## src/rtl/tgadec_pkg.sv

```systemverilog
// ----------------------------------------------------------------------------
// tgadec_pkg
// Shared types and constants of the TGA true-color RLE decoder: result codes,
// header byte offsets and field codes, the result queue entry.
// ----------------------------------------------------------------------------
package tgadec_pkg;

  localparam int unsigned MAX_DIM_DEF    = 4096;
  localparam int unsigned MAX_PIXELS_DEF = 4194304;

  // result codes
  typedef enum logic [1:0] {
    KIND_RUN      = 2'd0,
    KIND_ACCEPT   = 2'd1,
    KIND_REJECT   = 2'd2,
    KIND_COMPLETE = 2'd3
  } kind_e;

  localparam logic CAUSE_HEADER    = 1'b0;
  localparam logic CAUSE_RAW_SHORT = 1'b1;

  // header byte offsets
  localparam logic [4:0] HDR_ID_LEN     = 5'd0;
  localparam logic [4:0] HDR_CMAP_TYPE  = 5'd1;
  localparam logic [4:0] HDR_IMG_TYPE   = 5'd2;
  localparam logic [4:0] HDR_CMAP_FIRST = 5'd3;
  localparam logic [4:0] HDR_CMAP_LAST  = 5'd7;
  localparam logic [4:0] HDR_WIDTH_LO   = 5'd12;
  localparam logic [4:0] HDR_WIDTH_HI   = 5'd13;
  localparam logic [4:0] HDR_HEIGHT_LO  = 5'd14;
  localparam logic [4:0] HDR_HEIGHT_HI  = 5'd15;
  localparam logic [4:0] HDR_BPP        = 5'd16;
  localparam logic [4:0] HDR_DESC       = 5'd17;

  localparam logic [7:0] TYPE_RAW     = 8'd2;
  localparam logic [7:0] TYPE_RLE     = 8'd10;
  localparam logic [7:0] BPP_24       = 8'd24;
  localparam logic [7:0] BPP_32       = 8'd32;
  localparam logic [7:0] DESC_RSVD    = 8'hC0;
  localparam int unsigned DESC_TOPDOWN_BIT = 5;
  localparam logic [7:0] ALPHA_OPAQUE = 8'hFF;

  // result queue
  localparam int unsigned MAX_RES = 3;
  localparam int unsigned Q_DEPTH = 4;
  localparam int unsigned Q_AW    = $clog2(Q_DEPTH);
  localparam int unsigned Q_CW    = $clog2(Q_DEPTH + 1);

  typedef struct packed {
    kind_e       kind;
    logic [31:0] color;
    logic [21:0] start;
    logic [22:0] count;
    logic [12:0] width;
    logic [12:0] height;
    logic        bottom_up;
    logic        cause;
    logic        last;
  } result_t;

endpackage

```

## src/rtl/tga_truecolor_rle_decoder.sv

```systemverilog
// ----------------------------------------------------------------------------
// tga_truecolor_rle_decoder
// Streaming decoder for TGA images of type 2 (raw) and 10 (RLE) at 24 or
// 32 bpp. Checks the header, skips the ID field and reports ARGB pixel runs.
// ----------------------------------------------------------------------------
// Usage:
//   Input channel: one file byte per transfer (data_byte_i, last_byte_i),
//   qualified by in_valid_i and held off by in_stall_o. last_byte_i marks
//   the final byte of a file; the next byte starts a new header.
//   Output channel: one result per transfer (pixel run, header accepted,
//   rejected, image complete), out_valid_o held off by out_stall_i.
//   run_last_o marks the last result caused by one input byte.
//   Throughput: one byte per cycle. A byte yields zero to three results; the
//   four-entry result queue drains one per cycle while out_stall_i is low, so
//   in_stall_o rises only while more than one result is waiting (end of
//   image, end of file, or a stalled receiver).
//   A result is queued when its byte is taken and shown at the head of the
//   queue. The header multiply is registered at the bits-per-pixel byte.
//   Reset: the decoder waits for byte 0 of a header and the queue is empty.
//   A stalled receiver keeps the head result unchanged; once the queue holds
//   two or more results, in_stall_o holds off further bytes.
// ----------------------------------------------------------------------------
module tga_truecolor_rle_decoder #(
  parameter int unsigned MAX_DIM    = tgadec_pkg::MAX_DIM_DEF,
  parameter int unsigned MAX_PIXELS = tgadec_pkg::MAX_PIXELS_DEF
) (
  input  logic        clk_i,
  input  logic        rst_ni,
  input  logic        in_valid_i,
  output logic        in_stall_o,
  input  logic [7:0]  data_byte_i,
  input  logic        last_byte_i,
  output logic        out_valid_o,
  input  logic        out_stall_i,
  output logic [1:0]  result_kind_o,
  output logic [31:0] run_color_o,
  output logic [21:0] run_start_o,
  output logic [22:0] run_count_o,
  output logic [12:0] image_width_o,
  output logic [12:0] image_height_o,
  output logic        bottom_up_o,
  output logic        reject_cause_o,
  output logic        run_last_o
);

  localparam int unsigned PW_RAW = $clog2(MAX_PIXELS + 1);
  localparam int unsigned PW     = (PW_RAW > 8) ? PW_RAW : 8;

  typedef enum logic [1:0] {
    PH_HEADER,
    PH_ID,
    PH_PIXELS,
    PH_DONE
  } phase_e;

  phase_e         phase_q, phase_d;
  logic [4:0]     hdr_idx_q, hdr_idx_d;
  logic [7:0]     id_left_q, id_left_d;
  logic           is_rle_q, is_rle_d;
  logic           has_alpha_q, has_alpha_d;
  logic [15:0]    width_q, width_d;
  logic [15:0]    height_q, height_d;
  logic           hdr_bad_q, hdr_bad_d;
  logic           prod_big_q, prod_big_d;
  logic [PW-1:0]  done_q, done_d;
  logic [PW-1:0]  total_q, total_d;
  logic [23:0]    color_q, color_d;
  logic [1:0]     bip_q, bip_d;
  logic [7:0]     pkt_left_q, pkt_left_d;
  logic           pkt_rep_q, pkt_rep_d;

  tgadec_pkg::result_t                    q_mem [tgadec_pkg::Q_DEPTH];
  logic [tgadec_pkg::Q_AW-1:0]            wp_q, rp_q;
  logic [tgadec_pkg::Q_CW-1:0]            cnt_q, cnt_d;

  tgadec_pkg::result_t                    res [tgadec_pkg::MAX_RES];
  tgadec_pkg::result_t                    r;
  logic [1:0]     nres;
  logic           in_fire, out_fire;
  logic [31:0]    prod;
  logic           bad_all;
  logic [PW-1:0]  rem, run_w, cnt_px, done_n;
  logic [7:0]     run8;
  logic [23:0]    col;
  logic [7:0]     alpha;
  logic [1:0]     bip_last;

  assign in_stall_o = (cnt_q > tgadec_pkg::Q_CW'(tgadec_pkg::Q_DEPTH - tgadec_pkg::MAX_RES));
  assign in_fire    = in_valid_i & ~in_stall_o;
  assign out_valid_o = (cnt_q != '0);
  assign out_fire   = out_valid_o & ~out_stall_i;
  assign prod       = width_q * height_q;

  always_comb begin
    phase_d     = phase_q;
    hdr_idx_d   = hdr_idx_q;
    id_left_d   = id_left_q;
    is_rle_d    = is_rle_q;
    has_alpha_d = has_alpha_q;
    width_d     = width_q;
    height_d    = height_q;
    hdr_bad_d   = hdr_bad_q;
    prod_big_d  = prod_big_q;
    done_d      = done_q;
    total_d     = total_q;
    color_d     = color_q;
    bip_d       = bip_q;
    pkt_left_d  = pkt_left_q;
    pkt_rep_d   = pkt_rep_q;
    nres        = 2'd0;
    for (int k = 0; k < tgadec_pkg::MAX_RES; k++) begin
      res[k] = '0;
    end
    r        = '0;
    bad_all  = 1'b0;
    rem      = total_q - done_q;
    run8     = {1'b0, data_byte_i[6:0]} + 8'd1;
    run_w    = PW'(run8);
    cnt_px   = '0;
    done_n   = done_q;
    col      = color_q;
    alpha    = has_alpha_q ? data_byte_i : tgadec_pkg::ALPHA_OPAQUE;
    bip_last = has_alpha_q ? 2'd3 : 2'd2;

    if (in_fire) begin
      case (phase_q)
        PH_HEADER: begin
          hdr_idx_d = hdr_idx_q + 5'd1;
          case (hdr_idx_q) inside
            tgadec_pkg::HDR_ID_LEN: begin
              id_left_d   = data_byte_i;
              hdr_bad_d   = 1'b0;
              is_rle_d    = 1'b0;
              has_alpha_d = 1'b0;
            end
            tgadec_pkg::HDR_CMAP_TYPE: begin
              if (data_byte_i != 8'd0) hdr_bad_d = 1'b1;
            end
            tgadec_pkg::HDR_IMG_TYPE: begin
              if (data_byte_i == tgadec_pkg::TYPE_RLE) is_rle_d = 1'b1;
              else if (data_byte_i != tgadec_pkg::TYPE_RAW) hdr_bad_d = 1'b1;
            end
            [tgadec_pkg::HDR_CMAP_FIRST:tgadec_pkg::HDR_CMAP_LAST]: begin
              if (data_byte_i != 8'd0) hdr_bad_d = 1'b1;
            end
            tgadec_pkg::HDR_WIDTH_LO:  width_d[7:0]   = data_byte_i;
            tgadec_pkg::HDR_WIDTH_HI:  width_d[15:8]  = data_byte_i;
            tgadec_pkg::HDR_HEIGHT_LO: height_d[7:0]  = data_byte_i;
            tgadec_pkg::HDR_HEIGHT_HI: height_d[15:8] = data_byte_i;
            tgadec_pkg::HDR_BPP: begin
              if (data_byte_i == tgadec_pkg::BPP_32) has_alpha_d = 1'b1;
              else if (data_byte_i != tgadec_pkg::BPP_24) hdr_bad_d = 1'b1;
              prod_big_d = (prod > 32'(MAX_PIXELS));
              total_d    = PW'(prod);
            end
            default: ;
          endcase
          if (hdr_idx_q == tgadec_pkg::HDR_DESC) begin
            bad_all = hdr_bad_q | ((data_byte_i & tgadec_pkg::DESC_RSVD) != 8'd0) |
                      (width_q == 16'd0) | (height_q == 16'd0) |
                      (width_q > 16'(MAX_DIM)) | (height_q > 16'(MAX_DIM)) | prod_big_q;
            if (bad_all || last_byte_i) begin
              r.kind  = tgadec_pkg::KIND_REJECT;
              r.cause = tgadec_pkg::CAUSE_HEADER;
              res[0]  = r;
              nres    = 2'd1;
              phase_d = PH_DONE;
            end else begin
              r.kind      = tgadec_pkg::KIND_ACCEPT;
              r.width     = width_q[12:0];
              r.height    = height_q[12:0];
              r.bottom_up = ~data_byte_i[tgadec_pkg::DESC_TOPDOWN_BIT];
              res[0]      = r;
              nres        = 2'd1;
              phase_d     = (id_left_q != 8'd0) ? PH_ID : PH_PIXELS;
              done_d      = '0;
              color_d     = '0;
              bip_d       = 2'd0;
              pkt_left_d  = 8'd0;
              pkt_rep_d   = 1'b0;
            end
          end else if (last_byte_i) begin
            r.kind  = tgadec_pkg::KIND_REJECT;
            r.cause = tgadec_pkg::CAUSE_HEADER;
            res[0]  = r;
            nres    = 2'd1;
          end
        end
        PH_ID: begin
          id_left_d = id_left_q - 8'd1;
          if (id_left_d == 8'd0) phase_d = PH_PIXELS;
          if (last_byte_i) begin
            r.kind  = tgadec_pkg::KIND_REJECT;
            r.cause = tgadec_pkg::CAUSE_HEADER;
            res[0]  = r;
            nres    = 2'd1;
          end
        end
        PH_PIXELS: begin
          if (is_rle_q && (pkt_left_q == 8'd0)) begin
            pkt_left_d = (run_w > rem) ? rem[7:0] : run8;
            pkt_rep_d  = data_byte_i[7];
            bip_d      = 2'd0;
            color_d    = '0;
          end else begin
            case (bip_q)
              2'd0:    col[7:0]   = data_byte_i;
              2'd1:    col[15:8]  = data_byte_i;
              2'd2:    col[23:16] = data_byte_i;
              default: ;
            endcase
            if (bip_q == bip_last) begin
              cnt_px  = (is_rle_q && pkt_rep_q) ? PW'(pkt_left_q) : PW'(1);
              done_n  = done_q + cnt_px;
              r.kind  = tgadec_pkg::KIND_RUN;
              r.color = {alpha, col};
              r.start = 22'(done_q);
              r.count = 23'(cnt_px);
              res[0]  = r;
              nres    = 2'd1;
              done_d  = done_n;
              if (is_rle_q) pkt_left_d = pkt_left_q - cnt_px[7:0];
              bip_d   = 2'd0;
              color_d = '0;
            end else begin
              bip_d   = bip_q + 2'd1;
              color_d = col;
            end
          end
          if (done_n >= total_q) begin
            r         = '0;
            r.kind    = tgadec_pkg::KIND_COMPLETE;
            res[nres] = r;
            nres      = nres + 2'd1;
            phase_d   = PH_DONE;
          end else if (last_byte_i) begin
            if (is_rle_q) begin
              r         = '0;
              r.kind    = tgadec_pkg::KIND_RUN;
              r.start   = 22'(done_n);
              r.count   = 23'(total_q - done_n);
              res[nres] = r;
              r         = '0;
              r.kind    = tgadec_pkg::KIND_COMPLETE;
              res[nres + 2'd1] = r;
              nres      = nres + 2'd2;
              done_d    = total_q;
            end else begin
              r         = '0;
              r.kind    = tgadec_pkg::KIND_REJECT;
              r.cause   = tgadec_pkg::CAUSE_RAW_SHORT;
              res[nres] = r;
              nres      = nres + 2'd1;
            end
            phase_d = PH_DONE;
          end
        end
        default: ;
      endcase
      if (last_byte_i) begin
        phase_d   = PH_HEADER;
        hdr_idx_d = 5'd0;
      end
    end
    for (int k = 0; k < tgadec_pkg::MAX_RES; k++) begin
      res[k].last = (2'(k) == nres - 2'd1);
    end
    cnt_d = cnt_q + tgadec_pkg::Q_CW'(nres) - tgadec_pkg::Q_CW'(out_fire);
  end

  always_ff @(posedge clk_i or negedge rst_ni) begin
    if (!rst_ni) begin
      phase_q     <= PH_HEADER;
      hdr_idx_q   <= '0;
      id_left_q   <= '0;
      is_rle_q    <= 1'b0;
      has_alpha_q <= 1'b0;
      hdr_bad_q   <= 1'b0;
      prod_big_q  <= 1'b0;
      done_q      <= '0;
      bip_q       <= '0;
      pkt_left_q  <= '0;
      pkt_rep_q   <= 1'b0;
      wp_q        <= '0;
      rp_q        <= '0;
      cnt_q       <= '0;
    end else begin
      phase_q     <= phase_d;
      hdr_idx_q   <= hdr_idx_d;
      id_left_q   <= id_left_d;
      is_rle_q    <= is_rle_d;
      has_alpha_q <= has_alpha_d;
      hdr_bad_q   <= hdr_bad_d;
      prod_big_q  <= prod_big_d;
      done_q      <= done_d;
      bip_q       <= bip_d;
      pkt_left_q  <= pkt_left_d;
      pkt_rep_q   <= pkt_rep_d;
      wp_q        <= wp_q + tgadec_pkg::Q_AW'(nres);
      rp_q        <= rp_q + tgadec_pkg::Q_AW'(out_fire);
      cnt_q       <= cnt_d;
    end
  end

  // image geometry and pixel payload
  always_ff @(posedge clk_i) begin
    width_q  <= width_d;
    height_q <= height_d;
    total_q  <= total_d;
    color_q  <= color_d;
  end

  // result queue
  always_ff @(posedge clk_i) begin
    for (int k = 0; k < tgadec_pkg::MAX_RES; k++) begin
      if (2'(k) < nres) begin
        q_mem[wp_q + tgadec_pkg::Q_AW'(k)] <= res[k];
      end
    end
  end

  assign result_kind_o  = q_mem[rp_q].kind;
  assign run_color_o    = q_mem[rp_q].color;
  assign run_start_o    = q_mem[rp_q].start;
  assign run_count_o    = q_mem[rp_q].count;
  assign image_width_o  = q_mem[rp_q].width;
  assign image_height_o = q_mem[rp_q].height;
  assign bottom_up_o    = q_mem[rp_q].bottom_up;
  assign reject_cause_o = q_mem[rp_q].cause;
  assign run_last_o     = q_mem[rp_q].last;

endmodule

```

## config.mk

```make
export PLATFORM = sky130hd
export DESIGN_NAME = tga_truecolor_rle_decoder
export DESIGN_NICKNAME = d
export VERILOG_FILES = /design/src/rtl/tgadec_pkg.sv /design/src/rtl/tga_truecolor_rle_decoder.sv
export SDC_FILE = /design/constraint.sdc
export NUM_CORES = 2
export LEC_CHECK = 0
export ABC_AREA = 1
export BUFFER_PORTS_ARGS = -buffer_cell sky130_fd_sc_hd__buf_2
export CAP_MARGIN = 30
export CORE_MARGIN = 2
export CORE_UTILIZATION = 60
export DETAILED_ROUTE_END_ITERATION = 10
export PLACE_DENSITY = 0.77
export REMOVE_ABC_BUFFERS = 1
export SYNTH_ARGS = -nofsm -noshare
export SYNTH_HDL_FRONTEND = slang
export SYNTH_SLANG_ARGS = --single-unit
```

## constraint.sdc

```tcl
create_clock -name clk_i -period 14.6 [get_ports clk_i]
set_input_delay 2.92 -clock clk_i [delete_from_list [all_inputs] [get_ports clk_i]]
set_output_delay 2.92 -clock clk_i [all_outputs]
set_load 0.01 [all_outputs]
```

## After elaboration in Yosys (flattened, before gate mapping)

Memory sizes are Yosys's and may differ from the RTL's.
Index checks and enable logic that the tools add are counted.

| storage, ports and cells | value |
|---|---|
| memories | 1 |
| logic and storage cells | 279 |
| bits in writable memories | 432 |
| register bits after elaboration | 139 |
| bits of input ports | 13 |
| output and inout bits | 110 |

| cells by class | value |
|---|---|
| eq/ne operators | 42 |
| bitwise gates (word level) | 30 |
| magnitude comparators | 15 |
| mux-type cells | 111 |
| reduce and logical (&&, ||, !) cells | 42 |
| add/sub/neg operators | 17 |
| multiply operators | 1 |

Memory list:

| name | words | bits a word | rd ports | clocked after memory_dff | write ports | line | RTL |
|---|---|---|---|---|---|---|---|
| q_mem | 4 | 108 | 1 | 0 | 3 | tga_truecolor_rle_decoder.sv:72 | `tgadec_pkg::result_t q_mem [tgadec_pkg::Q_DEPTH];` |

Operators with widths:

| cell | count |
|---|---|
| two-way mux 324 bit | 4 |
| AND 318 bit | 3 |
| NOT 318 bit | 3 |
| two-way mux 108 bit | 7 |
| demux 108 bit (select 2 bit) | 2 |
| bitwise mux 324 bit | 1 |
| case mux 108 bit (3 select lines) | 1 |
| two-way mux 216 bit | 1 |
| two-way mux 106 bit | 2 |
| two-way mux 23 bit | 9 |
| two-way mux 24 bit | 4 |
| two-way mux 8 bit | 12 |
| case mux 24 bit (2 select lines) | 1 |
| case mux 23 bit (2 select lines) | 1 |
| subtractor 23 bit | 2 |
| two-way mux 1 bit | 41 |
| two-way mux 2 bit | 17 |
| AND reduction 11 bit | 3 |
| > comparator 16 x 13 -> 1 bit (second input constant) | 2 |
| > comparator 32 x 23 -> 1 bit (second input constant) | 1 |
| zero test 16 bit | 2 |
| multiplier 16 x 16 -> 32 bit | 1 |
| case mux 8 bit (2 select lines) | 2 |
| inequality test 5 bit (second input constant) | 5 |
| 66 further kinds | 131 |

## Logic depth before layout (Yosys ltp)

| logic depth | value |
|---|---|
| word-level depth | 19 |
| mapped depth | 36 |
| gate-level depth less buffers | 35 |

## Worst setup path before layout

OpenSTA, ideal clock, no wires.

| path | value |
|---|---|
| kind | input -> register |
| from | input last_byte_i |
| to | memory q_mem[2][0] (netlist bit), enable pin |
| path slack | 6,505 ps |
| buffers on the path | 4 |
| stages | 13 |
| setup time | 1,252 ps |
| data arrival time | 6,843 ps |
| path through | clkbuf_1 > clkinv_1 > nor2_1 > nand2_1 > nand4_1 > nand2_1 > nand2_1 > nand2_2 > buf_6 > nand2_2 > buf_4 > buf_6 > nand3_1 |

RTL lines:

| element | line | RTL |
|---|---|---|
| from (decl) | tga_truecolor_rle_decoder.sv:32 | `input logic last_byte_i,` |
| to (decl) | tga_truecolor_rle_decoder.sv:72 |  |

==> qor.csv <==
metric,value,unit
outcome,"complete, no violations",
crit_path_end_kind,register,
clk-insertion-delay-late,0.64,ns
io_pins,123,
final_nets,5507,
placedCellCount,5929,
crit_top_cell,nand2_1,
drt_pre_antenna_iters,6,
netlist_area,41440,um2
port_buffers,122,
fillCellCount,5774,
slowest_delay,0.85,ns
initial_core_util,60.53,%
final_cell_mix,"1143 x nand2_1, 862 x nor2_1, 688 x inv_1",
leakagePower,20.80,nW
fin_setup_tns,0,ns
yosysSeqAreaShare,40.65,%
die_area,71190,um2
vias_per_cell,5.930,
clock-sinks,571,
ir_worst_vdd,0.1223,mV
wl_met2,58220,um
required,14.86,ns
routabilityCongestion,0.9827,
cp.arrival,8.36,ns
ys_ff_latch,571,
syn_inst,5141,
grt_use_total,35.73,%
ant_nets,0,
ys_types,53,
r2r_end,q_mem[0][25]$_SDFFCE_PP0P_,
r2r_start,is_rle_q$_DFFE_PN0P_,
root_buffer,clkbuf_16,
rows,96,
synth_async_sr_flop_share,10.51,%
die_width,266.8,um
period_needed,8.103,ns
grt_pass1_wl,196100,um
clockBufferDepth,3,
cpMaxStageDelayCell,buf_4,
worst-path-max-fanout,60,
tightest_slew,1.018,ns
wl_met3,13180,um
die_h,266.8,um
cts_tree,built,
power.density,152.7,nW/um2
hold_viol,0,
dp_hpwl,88530,um
holdCritStartpoint,cnt_q[2]$_DFF_PN0_,
core_area,68470,um2
grt_pass1_vias,34859,
dr.first_iter.drc_count,3923,
drt-met1-wl,49980,um
rrSetupSlack,6.50,ns
syn2layout_area_growth,6.947,%
finalClockSkew,0.03060,ns
clkSlewWorstSetupHoldPaths,0.06,ns
synth_edf_count,511,
avgRoutedWirePerCell,20.96,um
path_class,register to register,
drive_gt1_share,6.132,%
drt_wl_total,126600,um
min_path_cells,1,
cts-hold-fix-buffers,0,
fin_crit_sh,55.50,%
maxCapViolCount,0,
post_cts_resized,0,
top_layer_used,met5,
grt_max_degree,114,
grt_setup_unrepaired,false,
h-tree-depth,2,
utilization,64.73,%
hold_class,register to register,
cts_setup_buffers,0,
reg2reg_depth,28,
max_clock_freq,0.1234,GHz
slew_violations,0,
num_vias,35810,
antenna_found_initial,8,
yosysWarnings,0,
start_kind,register,
setup_viol,0,
final_common_cell,nand2_1,
fin_cells,6039,
synth-main-ff-cell,edfxtp_1,
cts_buffers,57,
min_to,cnt_q[2]$_DFF_PN0_,
drcViolationCount,0,
postSynthAreaPerCell,8.061,um2
max-slew-margin-rel,31.61,%
grt_overflow,0,
-- metrics by stage --
step | hold WS (ns) | setup slack, ns | total power, mW | instance area (um2)
2_1_floorplan | 0.4423 | 3.573 | 4.065 | 40300
3_3_place_gp | 0.4551 | 6.281 | 5.192 | 42340
3_5_place_dp | 0.4564 | 6.712 | 5.226 | 42440
4_1_cts | 0.4694 | 6.699 | 6.683 | 44280
5_1_grt | 0.4802 | 6.046 | 7.108 | 44310
6_report | 0.4687 | 6.497 | 6.767 | 44320
-- sequential cells by signal, summed over array words and instances (netlist names), 3 cells and up --
name        cells
width_q        16
q_mem         432
hdr_idx_q       5
cnt_q           3
id_left_q       8
total_q        23
pkt_left_q      8
height_q       16
done_q         23
color_q        24
-- metal layers --
layer	track usage, %	up-vias
li1	-	16534
met1	48.04	17021
met2	57.03	1894
met3	7.095	349
met4	14.47	12
met5	0	-
-- worst max-delay path, delay by kind of cell, from the launching register on --
| family | cells | cell delay [ns] |
|---|---|---|
| AND/OR/NAND/NOR | 17 | 4.32 |
| XOR/XNOR | 1 | 0.15 |
| flip-flops | 1 | 0.42 |
| AO/OA/AOI/OAI | 1 | 0.24 |
| adder cells (fa/ha/maj) | 3 | 0.97 |
| buffers and inverters | 6 | 1.52 |
-- cell families after synthesis --
kind of cell | synth area share [%]
buffers and inverters | 9.172
AOI/OAI and AO/OA | 10.52
xor gates and xnor gates | 1.796
adders and majority gates | 15.27
and+or+nand+nor | 22.59
DFF | 40.65
-- Yosys cell counts (3+ instances only) --
| library cell | count | area share [%] |
|---|---|---|
| clkinv_1 | 8 | 0.072 |
| o211ai_1 | 35 | 0.63 |
| o21ai_1 | 28 | 0.34 |
| ha_1 | 189 | 5.7 |
| o21a_1 | 5 | 0.091 |
| buf_6 | 8 | 0.22 |
| nor2_1 | 863 | 7.8 |
| dfrtp_1 | 60 | 3.6 |
| xor2_1 | 67 | 1.4 |
| nand2_2 | 13 | 0.20 |
| nand3b_1 | 6 | 0.11 |
| a21o_1 | 6 | 0.11 |
| inv_2 | 9 | 0.082 |
| buf_2 | 68 | 0.82 |
| a21boi_0 | 4 | 0.072 |
| nand3_1 | 133 | 1.6 |
| nand4_1 | 45 | 0.68 |
| nor4_1 | 14 | 0.21 |
| or2_1 | 8 | 0.12 |
| xnor2_1 | 18 | 0.38 |
| o22ai_1 | 111 | 1.7 |
| clkbuf_1 | 153 | 1.4 |
| or2_2 | 20 | 0.30 |
| nor3_1 | 59 | 0.71 |
| fa_1 | 198 | 9.6 |
| nor2_4 | 4 | 0.11 |
| nand2_1 | 1144 | 10 |
| a22oi_1 | 3 | 0.054 |
| nor2_2 | 3 | 0.045 |
| buf_4 | 9 | 0.16 |
| inv_1 | 689 | 6.2 |
| o21ai_0 | 460 | 5.6 |
| o21bai_1 | 3 | 0.054 |
| edfxtp_1 | 511 | 37 |
| buf_1 | 18 | 0.16 |
| nand2_4 | 4 | 0.11 |
| a21oi_1 | 144 | 1.7 |
-- worst max path at each step --
stage                                    start                    endpoint  slack [ns]  depth (start not counted)
after floorplan              rp_q[0]$_DFF_PN0_                 bottom_up_o        3.57                          3
after global placement    is_rle_q$_DFFE_PN0P_  q_mem[0][11]$_SDFFCE_PP0P_        6.28                         28
after detailed placement  is_rle_q$_DFFE_PN0P_  q_mem[0][11]$_SDFFCE_PP0P_        6.71                         28
after CTS                 is_rle_q$_DFFE_PN0P_  q_mem[0][25]$_SDFFCE_PP0P_        6.70                         28
after global routing      is_rle_q$_DFFE_PN0P_  q_mem[0][25]$_SDFFCE_PP0P_        6.05                         28
final                     is_rle_q$_DFFE_PN0P_  q_mem[0][25]$_SDFFCE_PP0P_        6.50                         28
-- final cells by class --
class	count	area (um2)	area share (%)
Antenna cell	4	10.01	0.02258
Clock buffer	66	1460	3.295
Clock inverter	39	381.6	0.8610
Inverter	707	2661	6.005
Multi-Input combinational cell	3606	20850	47.04
Sequential cell	571	16850	38.02
Tap cell	882	1104	2.490
Timing Repair Buffer	164	1003	2.264
-- report_power, final --
group | switching, mW | internal, mW | leakage (nW)
Sequential | 0.156 | 2.00 | 5.39
Clock | 0.646 | 0.823 | 0.891
Combinational | 2.25 | 0.894 | 14.5
Total | 3.05 | 3.71 | 20.8
(Power assumes the default switching activity.)
